==> src/hdl/cdqr_pkg.sv <==
// ----------------------------------------------------------------------------
// cdqr_pkg
// Shared constants, types and byte functions of the DNS A-record responder.
// ----------------------------------------------------------------------------
`default_nettype none

package cdqr_pkg;

  localparam int unsigned MAX_FRAME_BYTES = 512;
  localparam int unsigned POS_W           = $clog2(MAX_FRAME_BYTES + 1);
  localparam int unsigned HDR_BYTES       = 12;
  localparam int unsigned ANS_BYTES       = 16;
  localparam int unsigned ANS_IDX_W       = $clog2(ANS_BYTES);
  // last position at which the question may end and still leave room for the answer
  localparam int unsigned LAST_FIT_POS    = MAX_FRAME_BYTES - ANS_BYTES - 1;

  localparam int unsigned CFG_W     = 32;
  localparam int unsigned CFG_IDX_W = 1;
  localparam logic [CFG_IDX_W-1:0] CFG_ANSWER_ADDRESS = 1'd0;
  localparam logic [CFG_IDX_W-1:0] CFG_ANSWER_TTL     = 1'd1;

  localparam logic [CFG_W-1:0] TTL_RESET  = 32'd60;
  localparam logic [CFG_W-1:0] ADDR_RESET = 32'd0;

  localparam logic [7:0] FLAGS_HI    = 8'h84;
  localparam logic [7:0] PTR_HI      = 8'hC0;
  localparam logic [7:0] PTR_LO      = 8'h0C;
  localparam logic [7:0] ONE_BYTE    = 8'h01;
  localparam logic [7:0] RDLEN_LO    = 8'h04;
  localparam logic [7:0] COMPR_MASK  = 8'hC0;
  localparam logic [2:0] TAIL_BYTES  = 3'd4;

  // Work that one accepted query byte leaves for the reply side.
  typedef struct packed {
    logic       echo_v;
    logic [7:0] echo_byte;
    logic       close_ans;
    logic       close_drop;
  } action_t;

  function automatic logic [7:0] header_byte(input logic [3:0] pos, input logic [7:0] b);
    logic [7:0] r;
    case (pos)
      4'd0, 4'd1: r = b;
      4'd2:       r = FLAGS_HI | {7'd0, b[0]};
      4'd5, 4'd7: r = ONE_BYTE;
      default:    r = 8'h00;
    endcase
    return r;
  endfunction

  function automatic logic [7:0] ans_byte(input logic [ANS_IDX_W-1:0] idx,
                                          input logic [CFG_W-1:0] ttl,
                                          input logic [CFG_W-1:0] addr);
    logic [7:0] r;
    case (idx)
      4'd0:    r = PTR_HI;
      4'd1:    r = PTR_LO;
      4'd3:    r = ONE_BYTE;
      4'd5:    r = ONE_BYTE;
      4'd6:    r = ttl[31:24];
      4'd7:    r = ttl[23:16];
      4'd8:    r = ttl[15:8];
      4'd9:    r = ttl[7:0];
      4'd11:   r = RDLEN_LO;
      4'd12:   r = addr[31:24];
      4'd13:   r = addr[23:16];
      4'd14:   r = addr[15:8];
      4'd15:   r = addr[7:0];
      default: r = 8'h00;
    endcase
    return r;
  endfunction

endpackage

`default_nettype wire

==> src/hdl/cdqr_if.sv <==
// ----------------------------------------------------------------------------
// cdqr_if
// Valid/ready channels for query bytes in and reply bytes out.
// ----------------------------------------------------------------------------
`default_nettype none

interface cdqr_query_if;
  logic       valid;
  logic       ready;
  logic [7:0] query_byte;
  logic       frame_end;

  modport source (output valid, output query_byte, output frame_end, input ready);
  modport sink   (input valid, input query_byte, input frame_end, output ready);
endinterface

interface cdqr_reply_if;
  logic       valid;
  logic       ready;
  logic [7:0] reply_byte;
  logic       reply_end;
  logic       discard;

  modport source (output valid, output reply_byte, output reply_end, output discard,
                  input ready);
  modport sink   (input valid, input reply_byte, input reply_end, input discard,
                  output ready);
endinterface

`default_nettype wire

==> src/hdl/cdqr_parser.sv <==
// ----------------------------------------------------------------------------
// cdqr_parser
// Per-byte header rewrite and question walk; yields one action per beat.
// ----------------------------------------------------------------------------
`default_nettype none

module cdqr_parser (
  input  wire logic              clk_i,
  input  wire logic              rst_ni,
  input  wire logic              take_i,
  input  wire logic [7:0]        query_byte_i,
  input  wire logic              frame_end_i,
  output cdqr_pkg::action_t      action_o
);
  import cdqr_pkg::*;

  typedef enum logic [1:0] {PH_LEN, PH_LABEL, PH_TAIL, PH_DONE} phase_e;

  logic [POS_W-1:0] pos_q, pos_d;
  phase_e           phase_q, phase_d;
  logic [5:0]       label_q, label_d;
  logic [2:0]       tail_q, tail_d;
  logic             bad_q, bad_d;
  action_t          act;

  always_comb begin
    pos_d   = pos_q;
    phase_d = phase_q;
    label_d = label_q;
    tail_d  = tail_q;
    bad_d   = bad_q;
    act     = '0;

    if (pos_q >= POS_W'(MAX_FRAME_BYTES)) begin
      bad_d = 1'b1;                        // oversized: byte ignored
    end else begin
      pos_d = pos_q + POS_W'(1);
      if (!bad_q) begin
        if (pos_q < POS_W'(HDR_BYTES)) begin
          act.echo_v    = 1'b1;
          act.echo_byte = header_byte(pos_q[3:0], query_byte_i);
        end else begin
          case (phase_q)
            PH_LEN: begin
              if (query_byte_i == 8'h00) begin
                act.echo_v    = 1'b1;
                act.echo_byte = query_byte_i;
                phase_d       = PH_TAIL;
                tail_d        = TAIL_BYTES;
              end else if ((query_byte_i & COMPR_MASK) != 8'h00) begin
                bad_d = 1'b1;              // compression pointer
              end else begin
                act.echo_v    = 1'b1;
                act.echo_byte = query_byte_i;
                label_d       = query_byte_i[5:0];
                phase_d       = PH_LABEL;
              end
            end
            PH_LABEL: begin
              act.echo_v    = 1'b1;
              act.echo_byte = query_byte_i;
              label_d       = label_q - 6'd1;
              if (label_d == 6'd0) begin
                phase_d = PH_LEN;
              end
            end
            PH_TAIL: begin
              act.echo_v    = 1'b1;
              act.echo_byte = query_byte_i;
              tail_d        = tail_q - 3'd1;
              if (tail_d == 3'd0) begin
                phase_d = PH_DONE;
                if (pos_q > POS_W'(LAST_FIT_POS)) begin
                  bad_d = 1'b1;            // answer would not fit
                end
              end
            end
            default: begin
            end
          endcase
        end
      end
    end

    if (frame_end_i) begin
      act.close_ans  = !bad_d && (phase_d == PH_DONE);
      act.close_drop = !act.close_ans;
      pos_d   = '0;
      phase_d = PH_LEN;
      label_d = '0;
      tail_d  = '0;
      bad_d   = 1'b0;
    end
  end

  always_ff @(posedge clk_i or negedge rst_ni) begin
    if (!rst_ni) begin
      pos_q   <= '0;
      phase_q <= PH_LEN;
      label_q <= '0;
      tail_q  <= '0;
      bad_q   <= 1'b0;
    end else if (take_i) begin
      pos_q   <= pos_d;
      phase_q <= phase_d;
      label_q <= label_d;
      tail_q  <= tail_d;
      bad_q   <= bad_d;
    end
  end

  assign action_o = act;

endmodule

`default_nettype wire

==> src/hdl/captive_dns_query_responder_core.sv <==
// Captive-portal DNS responder. Query bytes enter one per beat on the query
// channel; the reply leaves one byte per beat on the reply channel. Every
// query byte that gives output is echoed as one reply byte, so a query streams
// through at one byte per cycle when the reply side keeps up. The closing
// beat of a frame adds a drop marker or the sixteen-byte A-record answer;
// the answer sequencer holds off new query bytes while it runs. A query
// byte is taken in the same cycle that the last reply beat of the previous
// byte leaves, so there is no bubble between bytes.
// Configuration writes must only be issued while no reply is pending.
// ----------------------------------------------------------------------------
// captive_dns_query_responder_core
// Top level: config registers, query parser and reply beat sequencer.
// ----------------------------------------------------------------------------
`default_nettype none

module captive_dns_query_responder_core (
  input  wire logic                           clk_i,
  input  wire logic                           rst_ni,
  input  wire logic                           cfg_we_i,
  input  wire logic [cdqr_pkg::CFG_IDX_W-1:0] cfg_index_i,
  input  wire logic [cdqr_pkg::CFG_W-1:0]     cfg_wdata_i,
  cdqr_query_if.sink                          query,
  cdqr_reply_if.source                        reply
);
  import cdqr_pkg::*;

  // config registers
  logic [CFG_W-1:0] addr_q, ttl_q;

  always_ff @(posedge clk_i or negedge rst_ni) begin
    if (!rst_ni) begin
      addr_q <= ADDR_RESET;
      ttl_q  <= TTL_RESET;
    end else if (cfg_we_i) begin
      if (cfg_index_i == CFG_ANSWER_ADDRESS) begin
        addr_q <= cfg_wdata_i;
      end
      if (cfg_index_i == CFG_ANSWER_TTL) begin
        ttl_q <= cfg_wdata_i;
      end
    end
  end

  // parser: state advances on every accepted query beat
  logic    take;
  action_t act;

  cdqr_parser u_parser (
    .clk_i        (clk_i),
    .rst_ni       (rst_ni),
    .take_i       (take),
    .query_byte_i (query.query_byte),
    .frame_end_i  (query.frame_end),
    .action_o     (act)
  );

  // reply sequencer: echo beat first, then the close (drop or answer)
  logic                 busy_q, busy_d;
  logic                 echo_pend_q, echo_pend_d;
  logic [7:0]           echo_byte_q, echo_byte_d;
  logic                 ans_q, ans_d;
  logic                 drop_q, drop_d;
  logic [ANS_IDX_W-1:0] idx_q, idx_d;
  logic                 beat_last, beat_go, ans_last;

  assign ans_last  = (idx_q == ANS_IDX_W'(ANS_BYTES - 1));
  assign beat_last = echo_pend_q ? !(ans_q || drop_q) : (drop_q || ans_last);
  assign beat_go   = busy_q && reply.ready;

  // free, or the last beat of the held action is leaving now
  assign query.ready = !busy_q || (reply.ready && beat_last);
  assign take        = query.valid && query.ready;

  always_comb begin
    busy_d      = busy_q;
    echo_pend_d = echo_pend_q;
    echo_byte_d = echo_byte_q;
    ans_d       = ans_q;
    drop_d      = drop_q;
    idx_d       = idx_q;
    if (beat_go) begin
      if (beat_last) begin
        busy_d = 1'b0;
      end else if (echo_pend_q) begin
        echo_pend_d = 1'b0;
      end else begin
        idx_d = idx_q + ANS_IDX_W'(1);
      end
    end
    if (take && (act.echo_v || act.close_ans || act.close_drop)) begin
      busy_d      = 1'b1;
      echo_pend_d = act.echo_v;
      echo_byte_d = act.echo_byte;
      ans_d       = act.close_ans;
      drop_d      = act.close_drop;
      idx_d       = '0;
    end
  end

  always_ff @(posedge clk_i or negedge rst_ni) begin
    if (!rst_ni) begin
      busy_q      <= 1'b0;
      echo_pend_q <= 1'b0;
      ans_q       <= 1'b0;
      drop_q      <= 1'b0;
      idx_q       <= '0;
    end else begin
      busy_q      <= busy_d;
      echo_pend_q <= echo_pend_d;
      ans_q       <= ans_d;
      drop_q      <= drop_d;
      idx_q       <= idx_d;
    end
  end

  always_ff @(posedge clk_i) begin
    echo_byte_q <= echo_byte_d;
  end

  // beat payload straight from held state, so it is steady under back-pressure
  always_comb begin
    reply.valid      = busy_q;
    reply.reply_byte = 8'h00;
    reply.reply_end  = 1'b0;
    reply.discard    = 1'b0;
    if (echo_pend_q) begin
      reply.reply_byte = echo_byte_q;
    end else if (drop_q) begin
      reply.reply_end = 1'b1;
      reply.discard   = 1'b1;
    end else begin
      reply.reply_byte = ans_byte(idx_q, ttl_q, addr_q);
      reply.reply_end  = ans_last;
    end
  end

endmodule

`default_nettype wire

==> src/flat_wrapper.sv <==
// flat-port wrapper written by rule: the top's interface ports become plain ports
module captive_dns_query_responder_core_flat import cdqr_pkg::*;
  (clk_i, rst_ni, cfg_we_i, cfg_index_i, cfg_wdata_i, query_valid, query_query_byte, query_frame_end, query_ready, reply_valid, reply_reply_byte, reply_reply_end, reply_discard, reply_ready);
  cdqr_query_if query_i ();
  cdqr_reply_if reply_i ();
  input  wire logic clk_i;
  input  wire logic rst_ni;
  input  wire logic cfg_we_i;
  input  wire logic [cdqr_pkg::CFG_IDX_W-1:0] cfg_index_i;
  input  wire logic [cdqr_pkg::CFG_W-1:0] cfg_wdata_i;
  input wire logic [$bits(query_i.valid)-1:0] query_valid;
  input wire logic [$bits(query_i.query_byte)-1:0] query_query_byte;
  input wire logic [$bits(query_i.frame_end)-1:0] query_frame_end;
  output wire logic [$bits(query_i.ready)-1:0] query_ready;
  output wire logic [$bits(reply_i.valid)-1:0] reply_valid;
  output wire logic [$bits(reply_i.reply_byte)-1:0] reply_reply_byte;
  output wire logic [$bits(reply_i.reply_end)-1:0] reply_reply_end;
  output wire logic [$bits(reply_i.discard)-1:0] reply_discard;
  input wire logic [$bits(reply_i.ready)-1:0] reply_ready;
  assign query_i.valid = query_valid;
  assign query_i.query_byte = query_query_byte;
  assign query_i.frame_end = query_frame_end;
  assign query_ready = query_i.ready;
  assign reply_valid = reply_i.valid;
  assign reply_reply_byte = reply_i.reply_byte;
  assign reply_reply_end = reply_i.reply_end;
  assign reply_discard = reply_i.discard;
  assign reply_i.ready = reply_ready;
  captive_dns_query_responder_core u_core (.clk_i(clk_i), .rst_ni(rst_ni), .cfg_we_i(cfg_we_i), .cfg_index_i(cfg_index_i), .cfg_wdata_i(cfg_wdata_i), .query(query_i), .reply(reply_i));
endmodule
==> config.mk <==
export PLATFORM = sky130hd
export DESIGN_NAME = captive_dns_query_responder_core_flat
export DESIGN_NICKNAME = d
export VERILOG_FILES = /design/src/hdl/cdqr_pkg.sv /design/src/hdl/cdqr_if.sv /design/src/hdl/cdqr_parser.sv /design/src/hdl/captive_dns_query_responder_core.sv /design/src/flat_wrapper.sv
export SDC_FILE = /design/constraint.sdc
export NUM_CORES = 1
export LEC_CHECK = 0
export ABC_AREA = 1
export BUFFER_PORTS_ARGS = -buffer_cell sky130_fd_sc_hd__buf_4
export CAP_MARGIN = 20
export CELL_PAD_IN_SITES_DETAIL_PLACEMENT = 0
export CELL_PAD_IN_SITES_GLOBAL_PLACEMENT = 1
export CORE_AREA = 2 2 117 119
export DETAILED_ROUTE_END_ITERATION = 12
export DIE_AREA = 0 0 119 121
export GPL_ROUTABILITY_DRIVEN = 0
export PLACE_DENSITY_LB_ADDON = 0.1
export SLEW_MARGIN = 20
export SYNTH_ARGS = -nofsm -noshare
export SYNTH_HDL_FRONTEND = slang
export SYNTH_SLANG_ARGS = --single-unit
==> constraint.sdc <==
create_clock -name clk_i -period 2.2 [get_ports clk_i]
set_input_delay 0.33 -clock clk_i [delete_from_list [all_inputs] [get_ports clk_i]]
set_output_delay 0.33 -clock clk_i [all_outputs]
set_load 0.03 [all_outputs]
==> impl_results.md <==
- Total GRT Usage: 0.232
- # port buffers: 58
- Hpwl dp: 11600 um
- VDD IR-drop max: 581 uV
- Simple-Gate Fraction of Synth Area: 0.244
- Pwr/cell area: 983 mW/mm2
- H-tree depth: 3
- Clock power share: 0.231
- Critical setup path kind: register to primary output
- Setup violators final: 8
- Clock transition at path regs: 70 ps
- Flop pwr share: 0.381
- HP Class: primary input to register
- EDFF count, synth: 8
- Synth Area in Compound Gates: 0.148
- Global route total overflow: 0
- Final Cycle Share: 1.10
- Final min period: 2420 ps
- Synthesized-area fraction occupied by adder cells: 0.0377
- FMAX: 0.413 GHz
- P_leak: 3.29 nW
- CTS tree: done
- Synth Area in XOR/XNOR: 0.00620
- Synth warn: 0
- Switch Pwr: 2.64 mW
- # rows: 42
- Global-route wire length before repair: approximately 26000 um
- Most area-hungry cell type in the Yosys netlist: dfrtp_1
- Initial DRC Count: 322
- Top-count cell post-synth: nand2_1
- Die W: 119 um
- Synthesized area per cell: 7.84 um2
- Post-DR wirelength/cell: between 15 and 20 um
- Cts bufs inserted: 9
- Synth area leaders: dfrtp_1, nand2_1, inv_1, o21ai_0, edfxtp_1
- Fin. Hold Viols: 0
- # clock sinks: 102
- Slack of the critical path: -221 ps
- Die Ht: 121 um
- Netlist cell types: 46
- Core Area: around 0.013 mm2
- Vias in the first global route: a little under 5000
- Synth cell count leaders: nand2_1, inv_1, dfrtp_1
- Main combinational cell family by area after synthesis: simple AND/OR/NAND/NOR gates
- Share of layout cells above drive strength 1: 0.214
- Post-synth ARST share: 0.922
- Max-slew violation count: 0
- Synth Cell Area: 0.00565 mm2
- CTS root buf: clkbuf_16
- Net count, final: 857
- Final core utilization: 0.531
- Initial core utilization: 0.432
- WHS: 222 ps
- Highest net fanout along the worst path: 8
- Data required, critical path: 1870 ps
- Pre-antenna DRT Iters: 5
- Internal: 4.19 mW
- Skew final: 11.3 ps
- MaxCap Viol Count: 0
- N_diodes: 0
- Via count: a little under 5000
- Syn nets: 784
- Number of I/O pins: 59
- Largest net degree at the start of global routing: 65
- Die area: 0.0144 mm2
- RSZ-0062 raised after global routing: yes
- Antenna Nets Post-Route: 0
- Ys flop type: dfrtp_1
- Crit start category: register
- Initial antenna violation count: 0
- DRC viols: 0
- Detailed Route WL: ~16000 um
- Mean number of vias per cell: 5.03
- Sw frac: 0.386
- Least-Margin Pin Slew: 569 ps
- Fillers: 1243
- Seq cells post-synth: 102
- Crit path DAT: roughly 2100 ps
- Area share of the largest cell type after synthesis: 0.399
- Max-Slew Margin vs Limit: 0.621
- Sequential fraction of the synthesis area: 0.460
- Clock Latency Late Sink: 360 ps
- Cells after synthesis: 720
- Area delta synth->final: 23.2%
- Mux contribution to synthesized area: 0
- Worst-case clock buffer depth: 2
- Comb pwr share: 0.389
- Failing checks: negative setup slack
- Status: finished, violations left
- CP endpoint kind: primary output
==> registers in the layout (all words and copies together) (netlist names) <==
name                     flops
u_core.drop_q                1
u_core.reply.valid           1
u_core.ttl_q                32
u_core.echo_byte_q           8
u_core.idx_q                 4
u_core.u_parser.pos_q       10
u_core.u_parser.bad_q        1
u_core.addr_q               32
u_core.u_parser.label_q      6
u_core.echo_pend_q           1
u_core.ans_q                 1
u_core.u_parser.tail_q       3
u_core.u_parser.phase_q      2
==> power by group through the flow <==
stage                     Combinational (mW)  Clock [mW]  Sequential (mW)
after floorplan                         1.68           0             2.55
after global placement                  2.42           0             2.61
after detailed placement                2.45           0             2.61
after CTS                               2.61        1.63             2.60
after global routing                    2.95        1.72             2.64
final                                   2.66        1.58             2.60
==> logic make-up (layout without fill, tap and decap cells) <==
family                   after synthesis  in the layout
buffers and inverters                143            221
AO/OA/AOI/OAI                        150            150
AND/OR/NAND/NOR                      304            304
flip-flops                           102            102
XOR/XNOR                               4              4
adder cells (fa/ha/maj)               17             17
==> final timing paths <==
path                       depth (start not counted)                    end  slack, ps               from
max in group asynchronous                          3          u_core.drop_q       1040             rst_ni
min                                                3        u_core.ttl_q[4]        220     cfg_wdata_i[4]
max                                                9    reply_reply_byte[5]       -220    u_core.idx_q[0]
min reg2reg                                        2      u_core.addr_q[30]        490  u_core.addr_q[30]
max reg2reg                                       10  u_core.echo_byte_q[3]        160    u_core.idx_q[1]
min in group asynchronous                          2      u_core.addr_q[29]        470             rst_ni
==> cell usage in the layout, fill, tap and decap left out, types with 5 or more instances in the layout <==
cell type,netlist,layout
ha_1,17,13
buf_6,1,7
edfxtp_1,8,8
buf_4,1,73
o21ai_1,14,15
a21oi_1,20,20
nand2_1,173,169
inv_1,114,108
nand3_4,1,6
nand3_1,37,30
clkbuf_16,0,10
inv_2,5,10
dfrtp_1,90,87
nor2_1,52,47
nand4_1,8,8
nand3_2,6,8
nor3_1,8,7
o22ai_1,10,8
nand2_2,3,7
o21ai_0,83,82
nor2_2,0,5
==> through the flow <==
step                      std cells  total power [mW]  worst slack [ps]  cell area, um2  setup TNS (ps)
after CTS                       973              6.84              -208            6880           -1470
final                           974              6.83              -221            6950           -1440
after floorplan                 720              4.22               353            5650               0
after global routing            974              7.31              -278            6950           -2150
after global placement          949              5.02              -261            6330            -261
after detailed placement        949              5.06              -288            6330            -321
==> timing repair <==
item / in CTS / in global routing
hold buffers: 1 / 0
hold endpoints to repair: 28 / 0
gates resized for setup: 43 / 16
pin swaps: 14 / 14
endpoints found under the setup margin: 8 / 9
setup buffers: 7 / 1
==> cell type report <==
cell class	instances	area, um2	area share
Clock buffer	14	275	0.0396
Sequential cell	102	2600	0.374
Clock inverter	2	13.8	0.00198
Timing Repair Buffer	83	677	0.0973
Multi-Input combinational cell	475	2690	0.386
Inverter	122	479	0.0689
Tap cell	176	220	0.0317
==> routing by layer <==
metal | up-vias | routed length, um | GRT usage
met3 | 28 | 588 | 0.0461
met1 | 2312 | 6650 | 0.282
met5 | - | 0 | 0
met2 | 97 | 7940 | 0.404
li1 | 2465 | - | -
met4 | 0 | 537 | 0.0945
==> worst max-delay path, stage by stage (launching register included) <==
cell and delay (ps):
dfrtp_2 450, buf_4 160, ha_4 190, nand3_4 120, o22ai_2 120, a211oi_4 270
nand3_2 130, nand3_2 80, nand2_1 50, buf_4 160
Power figures use the tool's default switching activity.
